### src/rtl/kesp_pkg.sv
`timescale 1ns / 1ps

package kesp_pkg;

    localparam int KEYS   = 6;
    localparam int KEY_W  = $clog2(KEYS);
    localparam int CNT_W  = $clog2(KEYS + 1);
    localparam int SLOT_W = 3;
    localparam int TIME_W = 32;

    // key phase codes
    localparam logic [1:0] PH_LOW  = 2'd0;
    localparam logic [1:0] PH_RISE = 2'd1;
    localparam logic [1:0] PH_HIGH = 2'd2;
    localparam logic [1:0] PH_FALL = 2'd3;

    localparam logic [SLOT_W-1:0] SLOT_EMPTY = 3'd7;

    typedef struct packed {
        logic [KEYS-1:0]   key_levels;
        logic [TIME_W-1:0] now_ms;
        logic [2:0]        query_key;
    } in_item_t;

    typedef struct packed {
        logic [11:0]       key_phases;
        logic [17:0]       order_list;
        logic [2:0]        pressed_count;
        logic [1:0]        query_phase;
        logic [2:0]        query_order;
        logic [TIME_W-1:0] query_stamp;
    } out_item_t;

    typedef struct packed {
        logic             load_in;
        logic             step;
        logic             load_out;
        logic [KEY_W-1:0] key_idx;
    } kesp_cmd_t;

endpackage

### src/rtl/kesp_ctrl.sv
`timescale 1ns / 1ps

module kesp_ctrl (
    input  logic               clk,
    input  logic               rst_n,
    input  logic               in_valid,
    output logic               in_ready,
    output logic               out_valid,
    input  logic               out_ready,
    output kesp_pkg::kesp_cmd_t cmd
);
    import kesp_pkg::*;

    localparam logic [1:0] ST_IDLE = 2'd0;
    localparam logic [1:0] ST_RUN  = 2'd1;
    localparam logic [1:0] ST_EMIT = 2'd2;

    logic [1:0]       state_reg, state_next;
    logic [KEY_W-1:0] cnt_reg, cnt_next;
    logic             out_valid_reg, out_valid_next;

    always_comb
    begin
        state_next     = state_reg;
        cnt_next       = cnt_reg;
        out_valid_next = out_valid_reg;
        cmd            = '0;
        cmd.key_idx    = cnt_reg;
        in_ready       = 1'b0;
        if (out_valid_reg && out_ready)
        begin
            out_valid_next = 1'b0;
        end
        case (state_reg)
            ST_IDLE:
            begin
                in_ready = 1'b1;
                if (in_valid)
                begin
                    cmd.load_in = 1'b1;
                    cnt_next    = '0;
                    state_next  = ST_RUN;
                end
            end
            ST_RUN:
            begin
                cmd.step = 1'b1;
                if (cnt_reg == KEY_W'(KEYS - 1))
                begin
                    state_next = ST_EMIT;
                end
                else
                begin
                    cnt_next = cnt_reg + 1'b1;
                end
            end
            ST_EMIT:
            begin
                // result register free or emptied this cycle
                if (!out_valid_reg || out_ready)
                begin
                    cmd.load_out   = 1'b1;
                    out_valid_next = 1'b1;
                    state_next     = ST_IDLE;
                end
            end
            default:
            begin
                state_next = ST_IDLE;
            end
        endcase
    end

    always_ff @(posedge clk or negedge rst_n)
    begin
        if (!rst_n)
        begin
            state_reg     <= ST_IDLE;
            cnt_reg       <= '0;
            out_valid_reg <= 1'b0;
        end
        else
        begin
            state_reg     <= state_next;
            cnt_reg       <= cnt_next;
            out_valid_reg <= out_valid_next;
        end
    end

    assign out_valid = out_valid_reg;

endmodule

### src/rtl/kesp_datapath.sv
`timescale 1ns / 1ps

module kesp_datapath (
    input  logic                 clk,
    input  logic                 rst_n,
    input  kesp_pkg::kesp_cmd_t  cmd,
    input  kesp_pkg::in_item_t   in_data,
    output kesp_pkg::out_item_t  out_data
);
    import kesp_pkg::*;

    logic [1:0]        phase_reg [KEYS];
    logic [1:0]        phase_next;
    logic [TIME_W-1:0] stamp_reg [KEYS];
    logic              stamp_en;
    logic [SLOT_W-1:0] order_reg [KEYS];
    logic [SLOT_W-1:0] order_next [KEYS];
    logic [CNT_W-1:0]  total_reg, total_next;

    in_item_t          frame_reg;
    out_item_t         out_reg, out_next;

    logic [1:0]        ph;
    logic              was_down, is_down;
    logic [SLOT_W-1:0] key_code;
    logic              found;
    logic [KEY_W-1:0]  pos;
    logic [SLOT_W-1:0] removed [KEYS];
    logic [CNT_W-1:0]  removed_total;

    logic              q_found;
    logic [KEY_W-1:0]  q_pos;

    // one key per step: phase update and list edit
    always_comb
    begin
        ph       = phase_reg[cmd.key_idx];
        was_down = (ph == PH_RISE) || (ph == PH_HIGH);
        is_down  = frame_reg.key_levels[cmd.key_idx];
        key_code = SLOT_W'(cmd.key_idx);

        phase_next = ph;
        stamp_en   = 1'b0;
        if (was_down != is_down)
        begin
            phase_next = is_down ? PH_RISE : PH_FALL;
            stamp_en   = 1'b1;
        end
        else if (ph == PH_RISE)
        begin
            phase_next = PH_HIGH;
            stamp_en   = 1'b1;
        end
        else if (ph == PH_FALL)
        begin
            phase_next = PH_LOW;
            stamp_en   = 1'b1;
        end

        // locate the key among the listed slots
        found = 1'b0;
        pos   = '0;
        for (int s = KEYS - 1; s >= 0; s--)
        begin
            if ((CNT_W'(s) < total_reg) && (order_reg[s] == key_code))
            begin
                found = 1'b1;
                pos   = KEY_W'(s);
            end
        end

        // compact over the removed slot
        removed_total = total_reg;
        for (int s = 0; s < KEYS; s++)
        begin
            removed[s] = order_reg[s];
        end
        if (found)
        begin
            removed_total = total_reg - 1'b1;
            for (int s = 0; s < KEYS; s++)
            begin
                if (KEY_W'(s) >= pos && CNT_W'(s) < total_reg)
                begin
                    if (CNT_W'(s + 1) < total_reg)
                    begin
                        removed[s] = order_reg[(s + 1) % KEYS];
                    end
                    else
                    begin
                        removed[s] = SLOT_EMPTY;
                    end
                end
            end
        end

        for (int s = 0; s < KEYS; s++)
        begin
            order_next[s] = order_reg[s];
        end
        total_next = total_reg;
        if (was_down != is_down)
        begin
            if (is_down)
            begin
                // append unless full
                if (total_reg < CNT_W'(KEYS))
                begin
                    for (int s = 0; s < KEYS; s++)
                    begin
                        order_next[s] = (CNT_W'(s) == removed_total) ? key_code
                                                                     : removed[s];
                    end
                    total_next = removed_total + 1'b1;
                end
            end
            else
            begin
                for (int s = 0; s < KEYS; s++)
                begin
                    order_next[s] = removed[s];
                end
                total_next = removed_total;
            end
        end
    end

    // result assembly from the settled state
    always_comb
    begin
        q_found = 1'b0;
        q_pos   = '0;
        for (int s = KEYS - 1; s >= 0; s--)
        begin
            if ((CNT_W'(s) < total_reg) && (order_reg[s] == SLOT_W'(frame_reg.query_key)))
            begin
                q_found = 1'b1;
                q_pos   = KEY_W'(s);
            end
        end

        out_next = '0;
        for (int i = 0; i < KEYS; i++)
        begin
            out_next.key_phases[2*i +: 2] = phase_reg[i];
            out_next.order_list[3*i +: 3] = order_reg[i];
        end
        out_next.pressed_count = 3'(total_reg);
        out_next.query_phase   = PH_LOW;
        out_next.query_order   = SLOT_EMPTY;
        out_next.query_stamp   = '0;
        if (frame_reg.query_key < 3'(KEYS))
        begin
            out_next.query_phase = phase_reg[KEY_W'(frame_reg.query_key)];
            out_next.query_stamp = stamp_reg[KEY_W'(frame_reg.query_key)];
            if (q_found)
            begin
                out_next.query_order = 3'(q_pos);
            end
        end
    end

    always_ff @(posedge clk or negedge rst_n)
    begin
        if (!rst_n)
        begin
            for (int i = 0; i < KEYS; i++)
            begin
                phase_reg[i] <= PH_LOW;
                stamp_reg[i] <= '0;
                order_reg[i] <= SLOT_EMPTY;
            end
            total_reg <= '0;
        end
        else if (cmd.step)
        begin
            phase_reg[cmd.key_idx] <= phase_next;
            if (stamp_en)
            begin
                stamp_reg[cmd.key_idx] <= frame_reg.now_ms;
            end
            for (int s = 0; s < KEYS; s++)
            begin
                order_reg[s] <= order_next[s];
            end
            total_reg <= total_next;
        end
    end

    always_ff @(posedge clk)
    begin
        if (cmd.load_in)
        begin
            frame_reg <= in_data;
        end
        if (cmd.load_out)
        begin
            out_reg <= out_next;
        end
    end

    assign out_data = out_reg;

endmodule

### src/rtl/key_edge_state_and_press_order_top.sv
// sequence per item: accept, 6 key steps at one key per cycle, then the result load
// the sequencer takes no new item until its result is loaded; the load waits while the
// result register still holds an unread result
// the result register lets the next item be taken while a result waits to be read
// reset: asynchronous active low; all keys low, stamps zero, press list empty, no result held
`timescale 1ns / 1ps

module key_edge_state_and_press_order_top (
    input  logic                clk,
    input  logic                rst_n,
    input  logic                in_valid,
    output logic                in_ready,
    input  kesp_pkg::in_item_t  in_data,
    output logic                out_valid,
    input  logic                out_ready,
    output kesp_pkg::out_item_t out_data
);
    import kesp_pkg::*;

    // command bundle from sequencer to datapath
    kesp_cmd_t cmd;

    // sequencer: capture, walk keys in index order, then load the result
    kesp_ctrl u_ctrl (
        .clk       (clk),
        .rst_n     (rst_n),
        .in_valid  (in_valid),
        .in_ready  (in_ready),
        .out_valid (out_valid),
        .out_ready (out_ready),
        .cmd       (cmd)
    );

    // datapath: key phases, stamps, press-order list and result register
    kesp_datapath u_datapath (
        .clk      (clk),
        .rst_n    (rst_n),
        .cmd      (cmd),
        .in_data  (in_data),
        .out_data (out_data)
    );

endmodule

### config.mk
export PLATFORM = sky130hd
export DESIGN_NAME = key_edge_state_and_press_order_top
export DESIGN_NICKNAME = d
export VERILOG_FILES = /design/src/rtl/kesp_pkg.sv /design/src/rtl/kesp_ctrl.sv /design/src/rtl/kesp_datapath.sv /design/src/rtl/key_edge_state_and_press_order_top.sv
export SDC_FILE = /design/constraint.sdc
export NUM_CORES = 1
export LEC_CHECK = 0
export BUFFER_PORTS_ARGS = -buffer_cell sky130_fd_sc_hd__buf_4
export CORE_ASPECT_RATIO = 1.5
export CORE_MARGIN = 10
export CORE_UTILIZATION = 54
export CTS_CLUSTER_SIZE = 20
export DETAILED_ROUTE_END_ITERATION = 7
export PLACE_DENSITY = 0.76
export SKIP_LAST_GASP = 1
export SLEW_MARGIN = 20
export SYNTH_ARGS = -nofsm -noshare
export SYNTH_HDL_FRONTEND = slang
export SYNTH_SLANG_ARGS = --single-unit
### constraint.sdc
create_clock -name clk -period 4.2 [get_ports clk]
set_input_delay 0.42 -clock clk [delete_from_list [all_inputs] [get_ports clk]]
set_output_delay 0.42 -clock clk [all_outputs]
set_load 0.1 [all_outputs]
==> impl_metrics.env <==
export IMPL_dp_hpwl_um=20190
export IMPL_fmax_ghz=0.2631
export IMPL_h_tree_depth=1
export IMPL_numPlacedInstances=1429
export IMPL_die_y_um=226.0
export IMPL_p_int_mw=9.533
export IMPL_grt_use_total_pct=18.09
export IMPL_drive_gt1_share_pct=40.50
export IMPL_p_sw_share_pct=35.16
export IMPL_slew_headroom_pct=32.71
export IMPL_total_power_mw=14.70
export IMPL_hold_violations=0
export IMPL_clkLatencyLatePin_ps=570
export IMPL_crit_top_cell="mux2i_1"
export IMPL_drtPass1Iterations=4
export IMPL_area_delta_synth_final_pct=14.81
export IMPL_worstSetupStartpointType="flop"
export IMPL_cp_slowest_cell="dfrtp_1"
export IMPL_synth_edf_count=111
export IMPL_grt_pass1_vias=9134
export IMPL_cp_arrival_ps=4300
export IMPL_via_count=8674
export IMPL_max_slew_worst_pin_slew_ps=1009
export IMPL_min_to="u_datapath.frame_reg[33]"
export IMPL_p_clk_share_pct=18.3
export IMPL_grt_overflow=0
export IMPL_reg2reg_to="u_datapath.order_reg[13]"
export IMPL_status="completed"
export IMPL_worst_path_stages=13
export IMPL_die_w_um=157.4
export IMPL_min_period_over_period_pct=90.50
export IMPL_floorplan_initialDensity_pct=54.64
export IMPL_ys_seq_elements=342
export IMPL_r2r_slack_ps=400
export IMPL_rsz0062_at_grt="no"
export IMPL_post_route_worst_setup_slack_ps=399.1
export IMPL_synthCells=998
export IMPL_io_pin_count=117
export IMPL_clkSinkCount=342
export IMPL_die_area_um2=35570
export IMPL_final_cell_mix="dfrtp_1 (213), mux2_2 (152), buf_4 (137)"
export IMPL_cts_tree="yes"
export IMPL_setup_worst_path_end_class="flop"
export IMPL_cts_root_buf="clkbuf_16"
export IMPL_drt_initial_drc_count=581
export IMPL_numCtsBuffers=31
export IMPL_diodes=0
export IMPL_synth_nets=1055
export IMPL_wirelength_um=32210
export IMPL_net_switching_power_mw=5.169
export IMPL_min_path_cells=1
export IMPL_crit_type="reg -> reg"
export IMPL_layout_nets=1185
export IMPL_clk_pin_slew_ps=60
export IMPL_holdCritStartpoint="in_data[33]"
export IMPL_slew_violations=0
export IMPL_rows=75
export IMPL_seqPwrFrac_pct=39.0
export IMPL_postLayoutCoreUtil_pct=62.74
export IMPL_synth_ff_type="dfrtp_1"
export IMPL_postCtsHoldBufs=10
export IMPL_avgSynthCellArea_um2=15.31
export IMPL_holdWs_ps=23.74
export IMPL_coreArea_um2=27960
export IMPL_finClkSkew_ps=14.72
export IMPL_synth_distinct_cells=62
export IMPL_crit_family="multiplexers"
export IMPL_cp_cell_sequence="buf_4, xor2_1, a2111o_1, nand4bb_4, nor2_2, mux2i_1, inv_1, ha_1, nand2_1, nor2_1, mux2i_1, a21oi_1, o221a_2"
export IMPL_clockBufferDepth=3
export IMPL_grt_pass1_wl_um=50670
export IMPL_finalSetupTns_ps=0
export IMPL_routedWlPerCell_um=21.48
export IMPL_postCtsSetupRepairBufs=0
export IMPL_cp_max_fo=15
export IMPL_ys_async_sr_fraction_pct=67.54
export IMPL_synth_top_area_share_pct=34.88
export IMPL_preCtsSetupSlack_ps=451.8
export IMPL_finalSetupViolCount=0
export IMPL_period_minus_slack_ps=3801
export IMPL_port_buffers=116
export IMPL_cpPeakStageDelay_ps=660
export IMPL_largest_reg_flops=192
export IMPL_path_buf_inv=2
export IMPL_antenna_found_initial=0
export IMPL_syn_area_um2=15280
export IMPL_crit_required_ps=4690
export IMPL_max_vdd_ir_drop_mv=0.4247
export IMPL_layout_cells_non_filler=1499
export IMPL_p_comb_share_pct=42.7
export IMPL_hp_class="in -> reg"
export IMPL_cap_violations=0
export IMPL_ant_nets=0
export IMPL_yosysWarnings=0
export IMPL_final_common_cell="dfrtp_1"
export IMPL_grt_start_max_net_pins=140
export IMPL_ctsResizeCount=0
export IMPL_p_per_area_nw_per_um2=838.0
export IMPL_rr_worst_depth=13
export IMPL_netlist_top_cells_area="dfrtp_1 (35%), edfxtp_1 (22%), mux2_2 (11%)"
export IMPL_yosysSeqAreaShare_pct=59.79
export IMPL_dpl_instance_area_um2=16450
export IMPL_synth_area_leader_cell="dfrtp_1"
export IMPL_timing_rr_start="u_ctrl.cnt_reg[0]"
export IMPL_postLayoutCellArea_um2=17540
export IMPL_gp_congestion=0.9146
export IMPL_drc=0
export IMPL_p_leak_nw=7.260
export IMPL_drt_vias_per_instance=5.787
[per-layer routing]
metal	track usage, %	wire length [um]
met1	22.28	12970
met2	31.93	17010
met3	2.513	1429
met4	5.868	791
met5	0	0
[area by class of cell]
class | count | area, um2
Tap cell | 346 | 432.9
Inverter | 46 | 172.7
Clock buffer | 46 | 872.1
Timing Repair Buffer | 153 | 1241
Clock inverter | 12 | 87.58
Fill cell | 2101 | 10420
Sequential cell | 342 | 9136
Multi-Input combinational cell | 554 | 5602
[how the worst max path moves through the flow]
stage                             start                  endpoint
floorplan           u_ctrl.state_reg[0]   u_datapath.frame_reg[0]
global placement      u_ctrl.cnt_reg[0]  u_datapath.order_reg[13]
detailed placement    u_ctrl.cnt_reg[0]  u_datapath.order_reg[13]
CTS                   u_ctrl.cnt_reg[0]  u_datapath.order_reg[13]
global route          u_ctrl.cnt_reg[0]  u_datapath.order_reg[12]
finish                u_ctrl.cnt_reg[0]  u_datapath.order_reg[13]
[Yosys cell counts (2+ instances only)]
cell type,count
dfstp_2,18
o22ai_1,41
buf_2,8
a22o_1,2
dfrtp_1,213
nor2_1,25
buf_1,9
xnor2_1,24
o221a_2,8
edfxtp_1,111
nand2_1,28
nor4_1,8
mux2_2,152
xor2_1,16
mux2i_1,42
nand3_1,6
o21ai_0,15
o31a_1,3
nand2b_1,5
nand4_1,5
clkbuf_1,17
inv_1,45
o22a_1,5
or4_1,3
nor2b_1,4
or3_1,3
and3_1,2
nor3_1,6
mux4_2,36
mux2_4,49
a21boi_0,2
a21oi_1,18
a211oi_1,4
nor2_4,6
ha_1,12
buf_6,21
[logic make-up (layout without fill, tap and decap cells)]
logic type	after synthesis	after routing	synth area share [%]
compound gates	111	111	4.987
buf+inv	102	257	3.627
fa+ha+maj	12	12	0.9825
simple gates	111	111	4.070
flops	342	342	59.79
xor+xnor	41	41	2.473
mux	279	279	24.07
[power groups by stage]
stage / logic [mW] / clock network (mW) / registers, mW
4_1_cts: 6.33 / 2.75 / 5.73
3_3_place_gp: 6.13 / 0 / 5.71
3_5_place_dp: 6.30 / 0 / 5.77
5_1_grt: 6.80 / 2.87 / 5.89
6_report: 6.28 / 2.68 / 5.74
2_1_floorplan: 5.03 / 0 / 5.69
[worst register-to-register path: cells and delay by family (launching register included)]
family / cells / cell delay, ps
adders and majority gates: 1 / 230
AOI/OAI and AO/OA: 3 / 720
buffers and inverters: 2 / 440
DFF: 1 / 660
and+or+nand+nor: 4 / 660
xor gates and xnor gates: 1 / 210
muxes: 2 / 790
No activity file was read; power rests on OpenSTA's default activity.
